`config.mk`:
```
export PLATFORM = sky130hd
export DESIGN_NAME = rtp_subflow_header_inserter_unit
export DESIGN_NICKNAME = d
export VERILOG_FILES = /design/src/sv/rsi_pkg.sv /design/src/sv/rsi_sched.sv /design/src/sv/rsi_core.sv /design/src/sv/rtp_subflow_header_inserter_unit.sv
export SDC_FILE = /design/constraint.sdc
export NUM_CORES = 1
export LEC_CHECK = 0
export BUFFER_PORTS_ARGS = -buffer_cell sky130_fd_sc_hd__buf_2
export CAP_MARGIN = 0
export CORE_MARGIN = 5
export CORE_UTILIZATION = 60
export DETAILED_ROUTE_END_ITERATION = 12
export HOLD_SLACK_MARGIN = 0.12
export PLACE_DENSITY = 0.79
export SKIP_LAST_GASP = 1
export SLEW_MARGIN = 15
export SYNTH_ARGS = -nofsm -noshare
export SYNTH_HDL_FRONTEND = slang
export SYNTH_SLANG_ARGS = --single-unit
```
`constraint.sdc`:
```
create_clock -name clk -period 3.55 [get_ports clk]
set_input_delay 0.71 -clock clk [delete_from_list [all_inputs] [get_ports clk]]
set_output_delay 0.71 -clock clk [all_outputs]
set_load 0.05 [all_outputs]
```
`src/sv/rsi_pkg.sv`:
```
// Shared types and constants for the RTP subflow header inserter.
// No dependencies; used by rsi_sched, rsi_core and the top level.
package rsi_pkg;

	// Field widths
	localparam int BYTE_W  = 8;
	localparam int SEQ_W   = 16;
	localparam int POS_W   = 4;
	localparam int BURST_W = 5;

	// Fixed RTP header is 12 bytes; the emitted header with extension is 24
	localparam logic [POS_W-1:0]   POS_TWELFTH = 4'd11;
	localparam logic [POS_W-1:0]   POS_PAYLOAD = 4'd12;
	localparam logic [POS_W-1:0]   POS_START   = 4'd0;
	localparam logic [BURST_W-1:0] BURST_LAST  = 5'd23;
	localparam int                 HELD_DEPTH  = 11;

	// Header extension constants
	localparam logic [BYTE_W-1:0] EXT_FLAG    = 8'h10;
	localparam logic [BYTE_W-1:0] PROFILE_HI  = 8'hBE;
	localparam logic [BYTE_W-1:0] PROFILE_LO  = 8'hDE;
	localparam logic [BYTE_W-1:0] EXT_WORDS   = 8'h02;
	localparam logic [BYTE_W-1:0] ELEM_ID_LEN = 8'h04;
	localparam logic [BYTE_W-1:0] ELEM_MPID   = 8'h04;
	localparam logic [BYTE_W-1:0] ZERO_BYTE   = 8'h00;

	// Configuration register indexes
	localparam logic CFG_SEQ_FLOW0 = 1'b0;
	localparam logic CFG_SEQ_FLOW1 = 1'b1;

	// What one accepted byte does
	typedef enum logic [1:0] {
		KIND_HOLD,
		KIND_ERR,
		KIND_HDR,
		KIND_PASS
	} kind_t;

	// Current scheduler choice as seen by the emitter
	typedef struct packed {
		logic             flow;
		logic [SEQ_W-1:0] seq;
	} sched_t;

endpackage

```
`src/sv/rsi_sched.sv`:
```
// Round-robin subflow scheduler with per-subflow 16-bit sequence counters.
// Depends on rsi_pkg.
module rsi_sched (
	input  logic                     clk,
	input  logic                     arst_n,
	input  logic                     cfg_we,
	input  logic                     cfg_index,
	input  logic [rsi_pkg::SEQ_W-1:0] cfg_wdata,
	input  logic                     advance,
	output rsi_pkg::sched_t          sched
);

	logic                      last_flow_q;
	logic [rsi_pkg::SEQ_W-1:0] seq0_q;
	logic [rsi_pkg::SEQ_W-1:0] seq1_q;
	logic                      flow;

	// Next subflow is the other one; first packet goes to subflow 1
	assign flow        = ~last_flow_q;
	assign sched.flow  = flow;
	assign sched.seq   = flow ? seq1_q : seq0_q;

	// Load counters on write, advance chosen counter when a header completes
	always_ff @(posedge clk or negedge arst_n) begin
		if (!arst_n) begin
			last_flow_q <= 1'b0;
			seq0_q      <= '0;
			seq1_q      <= '0;
		end else begin
			if (advance) begin
				last_flow_q <= flow;
				if (flow) seq1_q <= seq1_q + 1'b1;
				else      seq0_q <= seq0_q + 1'b1;
			end
			if (cfg_we) begin
				unique case (cfg_index)
					rsi_pkg::CFG_SEQ_FLOW0: seq0_q <= cfg_wdata;
					rsi_pkg::CFG_SEQ_FLOW1: seq1_q <= cfg_wdata;
					default: ;
				endcase
			end
		end
	end

`ifndef SYNTHESIS
	a_flow_toggles: assert property (@(posedge clk) disable iff (!arst_n)
		advance |=> last_flow_q != $past(last_flow_q))
		else $error("scheduler did not alternate subflows");
	a_idle_hold: assert property (@(posedge clk) disable iff (!arst_n)
		!advance && !cfg_we |=> $stable(seq0_q) && $stable(seq1_q) && $stable(last_flow_q))
		else $error("scheduler state moved without advance or write");
	a_seq_step: assert property (@(posedge clk) disable iff (!arst_n)
		advance && !cfg_we && !flow |=> seq0_q == $past(seq0_q) + 16'd1)
		else $error("subflow 0 sequence did not step");
`endif

endmodule

```
`src/sv/rsi_core.sv`:
```
// Input stage, header hold store, extension burst sequencer and result register.
// Depends on rsi_pkg; takes the scheduler choice from rsi_sched.
module rsi_core (
	input  logic                       clk,
	input  logic                       arst_n,
	input  logic                       in_valid,
	output logic                       in_ready,
	input  logic [rsi_pkg::BYTE_W-1:0] in_byte,
	input  logic                       in_last,
	output logic                       out_valid,
	input  logic                       out_ready,
	output logic [rsi_pkg::BYTE_W-1:0] out_byte,
	output logic                       out_last,
	output logic                       out_short,
	input  rsi_pkg::sched_t            sched,
	output logic                       advance
);

	logic [rsi_pkg::BYTE_W-1:0]  held_q [rsi_pkg::HELD_DEPTH];
	logic [rsi_pkg::POS_W-1:0]   pos_q;
	logic [rsi_pkg::BURST_W-1:0] burst_q;

	logic                        valid_s1;
	logic [rsi_pkg::BYTE_W-1:0]  byte_s1;
	logic                        last_s1;
	rsi_pkg::kind_t              kind_s1;

	logic                        out_valid_q;
	logic [rsi_pkg::BYTE_W-1:0]  out_byte_q;
	logic                        out_last_q;
	logic                        out_short_q;

	logic                        accept;
	logic                        slot_free;
	logic                        emit;
	logic                        burst_end;
	logic                        s1_done;
	rsi_pkg::kind_t              kind_in;
	logic [rsi_pkg::POS_W-1:0]   pos_next;
	logic [rsi_pkg::BYTE_W-1:0]  hdr_byte;
	logic [rsi_pkg::BYTE_W-1:0]  res_byte;
	logic                        res_last;

	// Handshake: the stage frees when its last beat moves to the result register, or at once for a held header byte
	assign slot_free = !out_valid_q || out_ready;
	assign emit      = valid_s1 && (kind_s1 != rsi_pkg::KIND_HOLD) && slot_free;
	assign burst_end = (kind_s1 != rsi_pkg::KIND_HDR) || (burst_q == rsi_pkg::BURST_LAST);
	assign s1_done   = valid_s1 && ((kind_s1 == rsi_pkg::KIND_HOLD) || (emit && burst_end));
	assign in_ready  = !valid_s1 || s1_done;
	assign accept    = in_valid && in_ready;
	assign advance   = emit && (kind_s1 == rsi_pkg::KIND_HDR) &&
	                   (burst_q == rsi_pkg::BURST_LAST);

	// Classify the incoming byte by its place in the packet
	always_comb begin
		if (pos_q < rsi_pkg::POS_TWELFTH) begin
			kind_in  = in_last ? rsi_pkg::KIND_ERR : rsi_pkg::KIND_HOLD;
			pos_next = in_last ? rsi_pkg::POS_START : pos_q + 1'b1;
		end else begin
			kind_in  = (pos_q == rsi_pkg::POS_TWELFTH) ? rsi_pkg::KIND_HDR
			                                           : rsi_pkg::KIND_PASS;
			pos_next = in_last ? rsi_pkg::POS_START : rsi_pkg::POS_PAYLOAD;
		end
	end

	// Hold the first eleven header bytes
	always_ff @(posedge clk) begin
		if (accept && (pos_q < rsi_pkg::POS_TWELFTH)) begin
			held_q[pos_q] <= in_byte;
		end
	end

	// Track position, input stage and burst index
	always_ff @(posedge clk or negedge arst_n) begin
		if (!arst_n) begin
			pos_q    <= rsi_pkg::POS_START;
			valid_s1 <= 1'b0;
			kind_s1  <= rsi_pkg::KIND_HOLD;
			burst_q  <= '0;
		end else begin
			if (accept) begin
				pos_q    <= pos_next;
				valid_s1 <= 1'b1;
				kind_s1  <= kind_in;
			end else if (s1_done) begin
				valid_s1 <= 1'b0;
			end
			if (emit && (kind_s1 == rsi_pkg::KIND_HDR)) begin
				burst_q <= burst_end ? '0 : burst_q + 1'b1;
			end
		end
	end

	always_ff @(posedge clk) begin
		if (accept) begin
			byte_s1 <= in_byte;
			last_s1 <= in_last;
		end
	end

	// Select the header byte for the current burst beat
	always_comb begin
		case (burst_q)
			5'd0:  hdr_byte = held_q[0] | rsi_pkg::EXT_FLAG;
			5'd1:  hdr_byte = held_q[1];
			5'd2:  hdr_byte = held_q[2];
			5'd3:  hdr_byte = held_q[3];
			5'd4:  hdr_byte = held_q[4];
			5'd5:  hdr_byte = held_q[5];
			5'd6:  hdr_byte = held_q[6];
			5'd7:  hdr_byte = held_q[7];
			5'd8:  hdr_byte = held_q[8];
			5'd9:  hdr_byte = held_q[9];
			5'd10: hdr_byte = held_q[10];
			5'd11: hdr_byte = byte_s1;
			5'd12: hdr_byte = rsi_pkg::PROFILE_HI;
			5'd13: hdr_byte = rsi_pkg::PROFILE_LO;
			5'd14: hdr_byte = rsi_pkg::ZERO_BYTE;
			5'd15: hdr_byte = rsi_pkg::EXT_WORDS;
			5'd16: hdr_byte = rsi_pkg::ELEM_ID_LEN;
			5'd17: hdr_byte = rsi_pkg::ELEM_MPID;
			5'd18: hdr_byte = rsi_pkg::ZERO_BYTE;
			5'd19: hdr_byte = {{(rsi_pkg::BYTE_W-1){1'b0}}, sched.flow};
			5'd20: hdr_byte = sched.seq[15:8];
			5'd21: hdr_byte = sched.seq[7:0];
			default: hdr_byte = rsi_pkg::ZERO_BYTE;
		endcase
	end

	// Pick the result beat by kind
	always_comb begin
		case (kind_s1)
			rsi_pkg::KIND_HDR: begin
				res_byte = hdr_byte;
				res_last = last_s1 && (burst_q == rsi_pkg::BURST_LAST);
			end
			rsi_pkg::KIND_PASS: begin
				res_byte = byte_s1;
				res_last = last_s1;
			end
			default: begin
				res_byte = rsi_pkg::ZERO_BYTE;
				res_last = 1'b1;
			end
		endcase
	end

	// Result register
	always_ff @(posedge clk or negedge arst_n) begin
		if (!arst_n) begin
			out_valid_q <= 1'b0;
		end else if (slot_free) begin
			out_valid_q <= emit;
		end
	end

	always_ff @(posedge clk) begin
		if (emit) begin
			out_byte_q  <= res_byte;
			out_last_q  <= res_last;
			out_short_q <= (kind_s1 == rsi_pkg::KIND_ERR);
		end
	end

	assign out_valid = out_valid_q;
	assign out_byte  = out_byte_q;
	assign out_last  = out_last_q;
	assign out_short = out_short_q;

`ifndef SYNTHESIS
	a_burst_range: assert property (@(posedge clk) disable iff (!arst_n)
		burst_q <= rsi_pkg::BURST_LAST)
		else $error("burst index out of range");
	a_burst_owner: assert property (@(posedge clk) disable iff (!arst_n)
		burst_q != '0 |-> valid_s1 && kind_s1 == rsi_pkg::KIND_HDR)
		else $error("burst running without a header item");
	a_pos_range: assert property (@(posedge clk) disable iff (!arst_n)
		pos_q <= rsi_pkg::POS_PAYLOAD)
		else $error("byte position out of range");
	a_short_ends: assert property (@(posedge clk) disable iff (!arst_n)
		out_valid_q && out_short_q |-> out_last_q && out_byte_q == rsi_pkg::ZERO_BYTE)
		else $error("error result not a zero end beat");
`endif

endmodule

```
`src/sv/rtp_subflow_header_inserter_unit.sv`:
```
// RTP subflow header inserter: top level.
// A byte passes through the input stage, then the result register.
// Throughput, while the output is ready: one byte per cycle; the twelfth header byte occupies
// the input stage while the burst sequencer emits the header and extension, one beat a cycle.
// Reset (arst_n, asynchronous, active low) clears position, scheduler and counters.
// Depends on rsi_pkg, rsi_sched and rsi_core.
module rtp_subflow_header_inserter_unit (
	input  logic                       clk,
	input  logic                       arst_n,
	input  logic                       s_axis_tvalid,
	output logic                       s_axis_tready,
	input  logic [rsi_pkg::BYTE_W-1:0] s_axis_tdata,   // [7:0] data_byte
	input  logic                       s_axis_tlast,   // last_byte
	output logic                       m_axis_tvalid,
	input  logic                       m_axis_tready,
	output logic [rsi_pkg::BYTE_W-1:0] m_axis_tdata,   // [7:0] out_byte
	output logic                       m_axis_tlast,   // end_of_packet
	output logic                       m_axis_tuser,   // [0] short_packet
	input  logic                       cfg_we,
	input  logic                       cfg_index,
	input  logic [rsi_pkg::SEQ_W-1:0]  cfg_wdata
);

	rsi_pkg::sched_t sched;
	logic            advance;

	// Subflow choice and sequence counters
	rsi_sched u_sched (
		.clk       (clk),
		.arst_n    (arst_n),
		.cfg_we    (cfg_we),
		.cfg_index (cfg_index),
		.cfg_wdata (cfg_wdata),
		.advance   (advance),
		.sched     (sched)
	);

	// Byte path with header insertion
	rsi_core u_core (
		.clk       (clk),
		.arst_n    (arst_n),
		.in_valid  (s_axis_tvalid),
		.in_ready  (s_axis_tready),
		.in_byte   (s_axis_tdata),
		.in_last   (s_axis_tlast),
		.out_valid (m_axis_tvalid),
		.out_ready (m_axis_tready),
		.out_byte  (m_axis_tdata),
		.out_last  (m_axis_tlast),
		.out_short (m_axis_tuser),
		.sched     (sched),
		.advance   (advance)
	);

endmodule
```
==> flow_metrics.tcl, run 1 <==
set metrics [dict create \
    outcome "complete, no violations" \
    drcViolationCount 0 \
    synth.net_count 650 \
    nNetsFinal 688 \
    finalPower_mw 4.703 \
    grt_usage_pct 27.52 \
    grt_pass1_wl_microns 29810 \
    slew_headroom_pct 30.18 \
    antenna_found_initial 0 \
    routed_wl_microns 19280 \
    cts_inserted_buffers 17 \
    die_h_microns 121.0 \
    gp_congestion 0.9788 \
    start_util_pct 61.30 \
    fin_tns_setup_ps 0 \
    yosys.cell_types.count 68 \
    cts.clk_slew.worst_paths_ps 60 \
    fp.dieW_microns 121.0 \
    synth-main-ff-cell "edfxtp_1" \
    grt_pass1_vias 5087 \
    wl_per_cell_microns 23.31 \
    antenna_cells 0 \
    drive_above_1_share_pct 15.93 \
    yosys_warnings 0 \
    async_flop_share_pct 30.26 \
    clkSinkCount 152 \
    clk_path_buf_depth 2 \
    ys_seq_area_share_pct 58.62 \
    fin_crit_ps 3004 \
    hp-class "in2async" \
    cts-root-buf "clkbuf_16" \
    synth_edf_count 106 \
    cts_hold_buf 0 \
    cp.arrival_ps 2290 \
    viasPerCell 6.412 \
    fin_crit_sh_pct 84.62 \
    tightest_slew_ps 1043 \
    drtIter0Drc 627 \
    drt_pass1_iterations 6 \
    cp.required_ps 2840 \
    area_growth_pct 12.15 \
    power_leakage_nw 2.993 \
    syn_area_sq_um 7393 \
    fin_util_pct 68.74 \
    hold_viol 0 \
    avgSynthCellArea_sq_um 12.16 \
    htree_num_levels 4 \
    insertion_delay_ps 430 \
    setup-violations-final 0 \
    dieArea_sq_um 14640 \
    maxCapViolations 0 \
    cts_tree "yes" \
    vias 5303 \
    path_class "reg2out" \
    synth_seq_cells 152 \
    power_per_cell_area_nw_per_um2 567.2 \
    post_cts_buffers 0 \
    rsz0062_at_grt "no" \
    skew_ps 14.70 \
    start_kind "flop" \
    end_kind "output port" \
    grt_max_degree 47 \
    port_buffers 42 \
    vdd_drop_max_mv 0.4573 \
    worstPathMaxFanout 13 \
    nFillCells 855 \
    setup_ws_ps 546.0 \
    dp.cells 795 \
    fmax_ghz 0.3329 \
    slew_viol_final 0 \
    num_io_pins 43 \
    synthCells 608 \
    drtAntennaViolNets 0 \
    placementRows 40 \
    hpwl_microns 13690 \
    fin_cells 827 \
    place_ws_ps 785.5 \
    core_area_sq_um 12060 \
    cts_resized 0 \
    gr-total-overflow 0 \
]
[cells in the mapped netlist, drive strengths merged (6+ instances only)]
master	number	area, sq um
edfxtp	106	3183
nand2	54	202.7
o21ai	47	239.0
dfrtp	46	1151
mux2i	35	350.3
nor2	30	112.6
a21oi	29	145.1
xor2	25	219.0
buf	20	141.4
nand3	17	97.60
nand4	15	93.84
and3	14	87.58
inv	13	48.80
and2	12	75.07
clkbuf	11	41.29
ha	11	137.6
nor2b	8	50.05
o22ai	8	50.05
nor3	7	46.30
a22o	6	52.55
mux2	6	67.56
nand3b	6	45.04
[cell families (layout without fill, tap and decap cells)]
logic type,Yosys count,in the layout,synth area share (%)
muxes,41,41,5.652
DFF,152,152,58.62
and+or+nand+nor,205,205,16.33
adders and majority gates,11,11,1.862
AOI/OAI and AO/OA,126,126,10.97
buffers and inverters,44,95,3.131
xor gates and xnor gates,29,29,3.435
[metrics by stage]
stage | hold WS, ps | area (sq um)
final | 295.2 | 8292
after global routing | 339.6 | 8292
after CTS | 496.4 | 8289
after detailed placement | 556.4 | 7695
after global placement | 549.8 | 7695
after floorplan | 414.4 | 7393
[path summary, 6_finish.rpt]
kind                                   start             endpoint  slack, ps  depth (start not counted)
setup / recovery           u_core.burst_q[0]        s_axis_tready        550                          5
hold / removal                        arst_n   u_sched.seq0_q[14]        300                          1
setup reg to reg           u_core.burst_q[0]  u_core.held_q[9][4]        710                          7
hold reg to reg             u_core.out_valid     u_core.out_valid        560                          2
max in group asynchronous             arst_n    u_core.burst_q[2]       2820                          1
min in group clk                cfg_wdata[5]    u_sched.seq0_q[5]        500                          3
[sequential cells by signal, indices dropped and copies added (netlist names)]
| name | cells |
|---|---|
| u_sched.seq0_q | 16 |
| u_core.burst_q | 5 |
| u_core.pos_q | 4 |
| u_core.valid_s1 | 1 |
| u_core.out_valid | 1 |
| u_core.kind_s1 | 2 |
| u_core.out_byte | 8 |
| u_sched.last_flow_q | 1 |
| u_core.out_short | 1 |
| u_sched.seq1_q | 16 |
| u_core.held_q | 87 |
| u_core.byte_s1 | 8 |
| u_core.last_s1 | 1 |
| u_core.out_last | 1 |
[critical path, cell delays in order, from the launching register on]
cell and delay, ps:
dfrtp_1 430, ha_1 470, nand4b_4 260, a21oi_1 290, or2_2 160, buf_2 260
[final cells by class]
type | count | area, sq um | share of cell area (%)
repair buffers | 50 | 272.8 | 3.290
well taps | 168 | 210.2 | 2.535
multi-input cells | 412 | 2830 | 34.13
clock inverters | 11 | 133.9 | 1.615
clock buffers | 21 | 460.4 | 5.553
inverters | 13 | 48.80 | 0.5885
flip-flops and latches | 152 | 4335 | 52.29
[report_power, final]
| group | switching, mW | total, mW | internal [mW] | leakage (nW) |
|---|---|---|---|---|
| logic | 0.461 | 0.673 | 0.212 | 1.19 |
| registers | 0.136 | 2.22 | 2.08 | 1.51 |
| clock network | 0.727 | 1.81 | 1.09 | 0.290 |
| total | 1.32 | 4.70 | 3.38 | 2.99 |
[layer usage]
layer	vias to the layer above	global-route usage, %	share of wire (%)	routed length [microns]
li1	2369	-	-	-
met1	2585	39.58	42	8106
met4	0	9.207	2.0	379
met2	321	41.75	46	8955
met3	28	6.061	9.5	1836
met5	-	0	0	0
[placed cells by master (no fill, tap or decap), drive strengths merged, types with 3 or more instances in the layout]
cell type,netlist,final
a211oi,5,5
a21oi,29,29
a22o,6,6
a31oi,4,4
and2,12,12
and3,14,14
and4,5,5
and4bb,3,3
buf,20,50
clkbuf,11,21
dfrtp,46,46
edfxtp,106,106
ha,11,11
inv,13,20
mux2,6,6
mux2i,35,35
nand2,54,54
nand2b,5,5
nand3,17,17
nand3b,6,6
nand4,15,15
nand4b,4,4
nor2,30,30
nor2b,8,8
nor3,7,7
nor3b,5,5
nor4,5,5
nor4b,3,3
o21ai,47,47
o221ai,4,4
o22ai,8,8
or3,3,3
or3b,4,4
xnor2,4,4
xor2,25,25
(Power assumes the default switching activity.)
==> inputs of run 2 (changes only) <==
- clock period: 3.55 -> 2.9 ns (I/O delays scaled with it)
==> flow_metrics.tcl, run 2 (synthesis results as in run 1) <==
set metrics [dict create \
    internal-power_mw 4.270 \
    crit_start "u_core.burst_q[0]" \
    placementRows 40 \
    path_class "reg2out" \
    slew_viol_final 0 \
    comb_power_share_pct 13.8 \
    power_leakage_nw 3.060 \
    gp_congestion 0.9464 \
    drtAntennaViolNets 0 \
    largest_register_ffs 87 \
    routed_wl_microns 18990 \
    dieArea_sq_um 14640 \
    cp.arrival_ps 2050 \
    clk_path_buf_depth 2 \
    rrSetupSlack_ps 320 \
    num_io_pins 43 \
    drt_pass1_iterations 6 \
    grt_util_met3_pct 6.434 \
    start_util_pct 61.30 \
    cts-root-buf "clkbuf_16" \
    end_kind "output port" \
    fin_util_pct 69.68 \
    cts_hold_buf 0 \
    port_buffers 42 \
    core_area_sq_um 12060 \
    nFillCells 819 \
    maxCapViolations 0 \
    use_met2_pct 40.29 \
    hold_viol 0 \
    cts.clk_slew.worst_paths_ps 60 \
    area_growth_pct 13.67 \
    die_h_microns 121.0 \
    cts_resized 0 \
    use_met1_pct 39.61 \
    reg2regPathDepth 5 \
    outcome "complete, no violations" \
    top_regs "u_core.held_q: 87 flops, u_sched.seq0_q: 16 flops, u_sched.seq1_q: 16 flops" \
    drcViolationCount 0 \
    antenna_cells 0 \
    worstPathMaxFanout 6 \
    power_switching_mw 1.650 \
    vdd_drop_max_mv 0.5834 \
    clockPowerShare_pct 40.6 \
    antenna_found_initial 0 \
    hpwl_microns 13700 \
    r2r-end "u_core.out_byte[0]" \
    gr-total-overflow 0 \
    layout_common_cells "106 x edfxtp_1, 54 x nand2_1, 45 x dfrtp_1" \
    fin_crit_ps 2629 \
    fp.dieW_microns 121.0 \
    regMostFlops "u_core.held_q" \
    rsz0062_at_grt "no" \
    drive_above_1_share_pct 17.22 \
    skew_ps 8.545 \
    cp.required_ps 2320 \
    clkSinkCount 152 \
    tightest_slew_ps 1001 \
    start_kind "flop" \
    slew_headroom_pct 33.13 \
    grt_usage_pct 27.11 \
    timing.rr.start "u_core.burst_q[3]" \
    wl_per_cell_microns 22.71 \
    grt_pass1_wl_microns 29550 \
    fmax_ghz 0.3804 \
    hp-class "in2async" \
    drtIter0Drc 634 \
    cts_inserted_buffers 17 \
    fin_crit_sh_pct 90.64 \
    setup-violations-final 0 \
    power_per_cell_area_nw_per_um2 704.4 \
    cts_tree "yes" \
    fin_tns_setup_ps 0 \
    final_common_cell "edfxtp_1" \
    nNetsFinal 697 \
    viasPerCell 6.329 \
    htree_num_levels 4 \
    grt_max_degree 47 \
    post_cts_buffers 0 \
    insertion_delay_ps 430 \
    vias 5291 \
    switching_share_pct 27.86 \
    grt-busiest-layer "met2" \
    grt_pass1_vias 5131 \
    seq_power_share_pct 45.6 \
]
run 2: power by group through the flow:
stage | clock [mW] | sequential (mW) | combinational (mW)
after floorplan | 0 | 2.77 | 0.468
after global placement | 0 | 2.73 | 0.787
after detailed placement | 0 | 2.74 | 0.807
after CTS | 2.42 | 2.70 | 0.811
after global routing | 2.52 | 2.72 | 0.877
final | 2.40 | 2.70 | 0.816
run 2: cell type report:
type | count | area (sq um) | share of cell area (%)
multi-input cells | 412 | 2830 | 33.68
well taps | 168 | 210.2 | 2.501
flip-flops and latches | 152 | 4335 | 51.59
clock buffers | 17 | 425.4 | 5.062
inverters | 13 | 48.80 | 0.5806
clock inverters | 15 | 214.0 | 2.546
repair buffers | 59 | 340.3 | 4.049
run 2: worst max-delay path by stage:
stage	to	slack [ps]	cells past startpoint
finish	s_axis_tready	270	5
detailed placement	u_core.held_q[9][4]	340	7
CTS	s_axis_tready	270	5
global route	u_core.held_q[8][2]	100	7
global placement	u_core.out_byte[0]	460	5
floorplan	u_core.held_q[4][0]	660	6
run 2: metal layers:
layer,part of all wire (%),vias to the layer above
met5,0,-
met4,2.3,0
met3,8.5,38
met2,46,261
met1,44,2609
li1,-,2383
run 2: worst max-delay path, cell delays in order (launching register included):
cell,delay [ps]
dfrtp_1,430
ha_1,350
nand4b_4,160
a21oi_1,260
or2_2,160
buf_2,250
run 2: through the flow:
step / cell area [sq um] / setup slack, ps / instances / hold WS, ps / power (mW)
2_1_floorplan: 7393 / 656.7 / 608 / 284.4 / 3.236
3_3_place_gp: 7762 / 461.9 / 804 / 543.8 / 3.518
3_5_place_dp: 7762 / 340.4 / 804 / 536.3 / 3.545
4_1_cts: 8402 / 265.4 / 836 / 366.2 / 5.924
5_1_grt: 8404 / 102.8 / 836 / 209.2 / 6.119
6_report: 8404 / 271.3 / 836 / 161.8 / 5.920
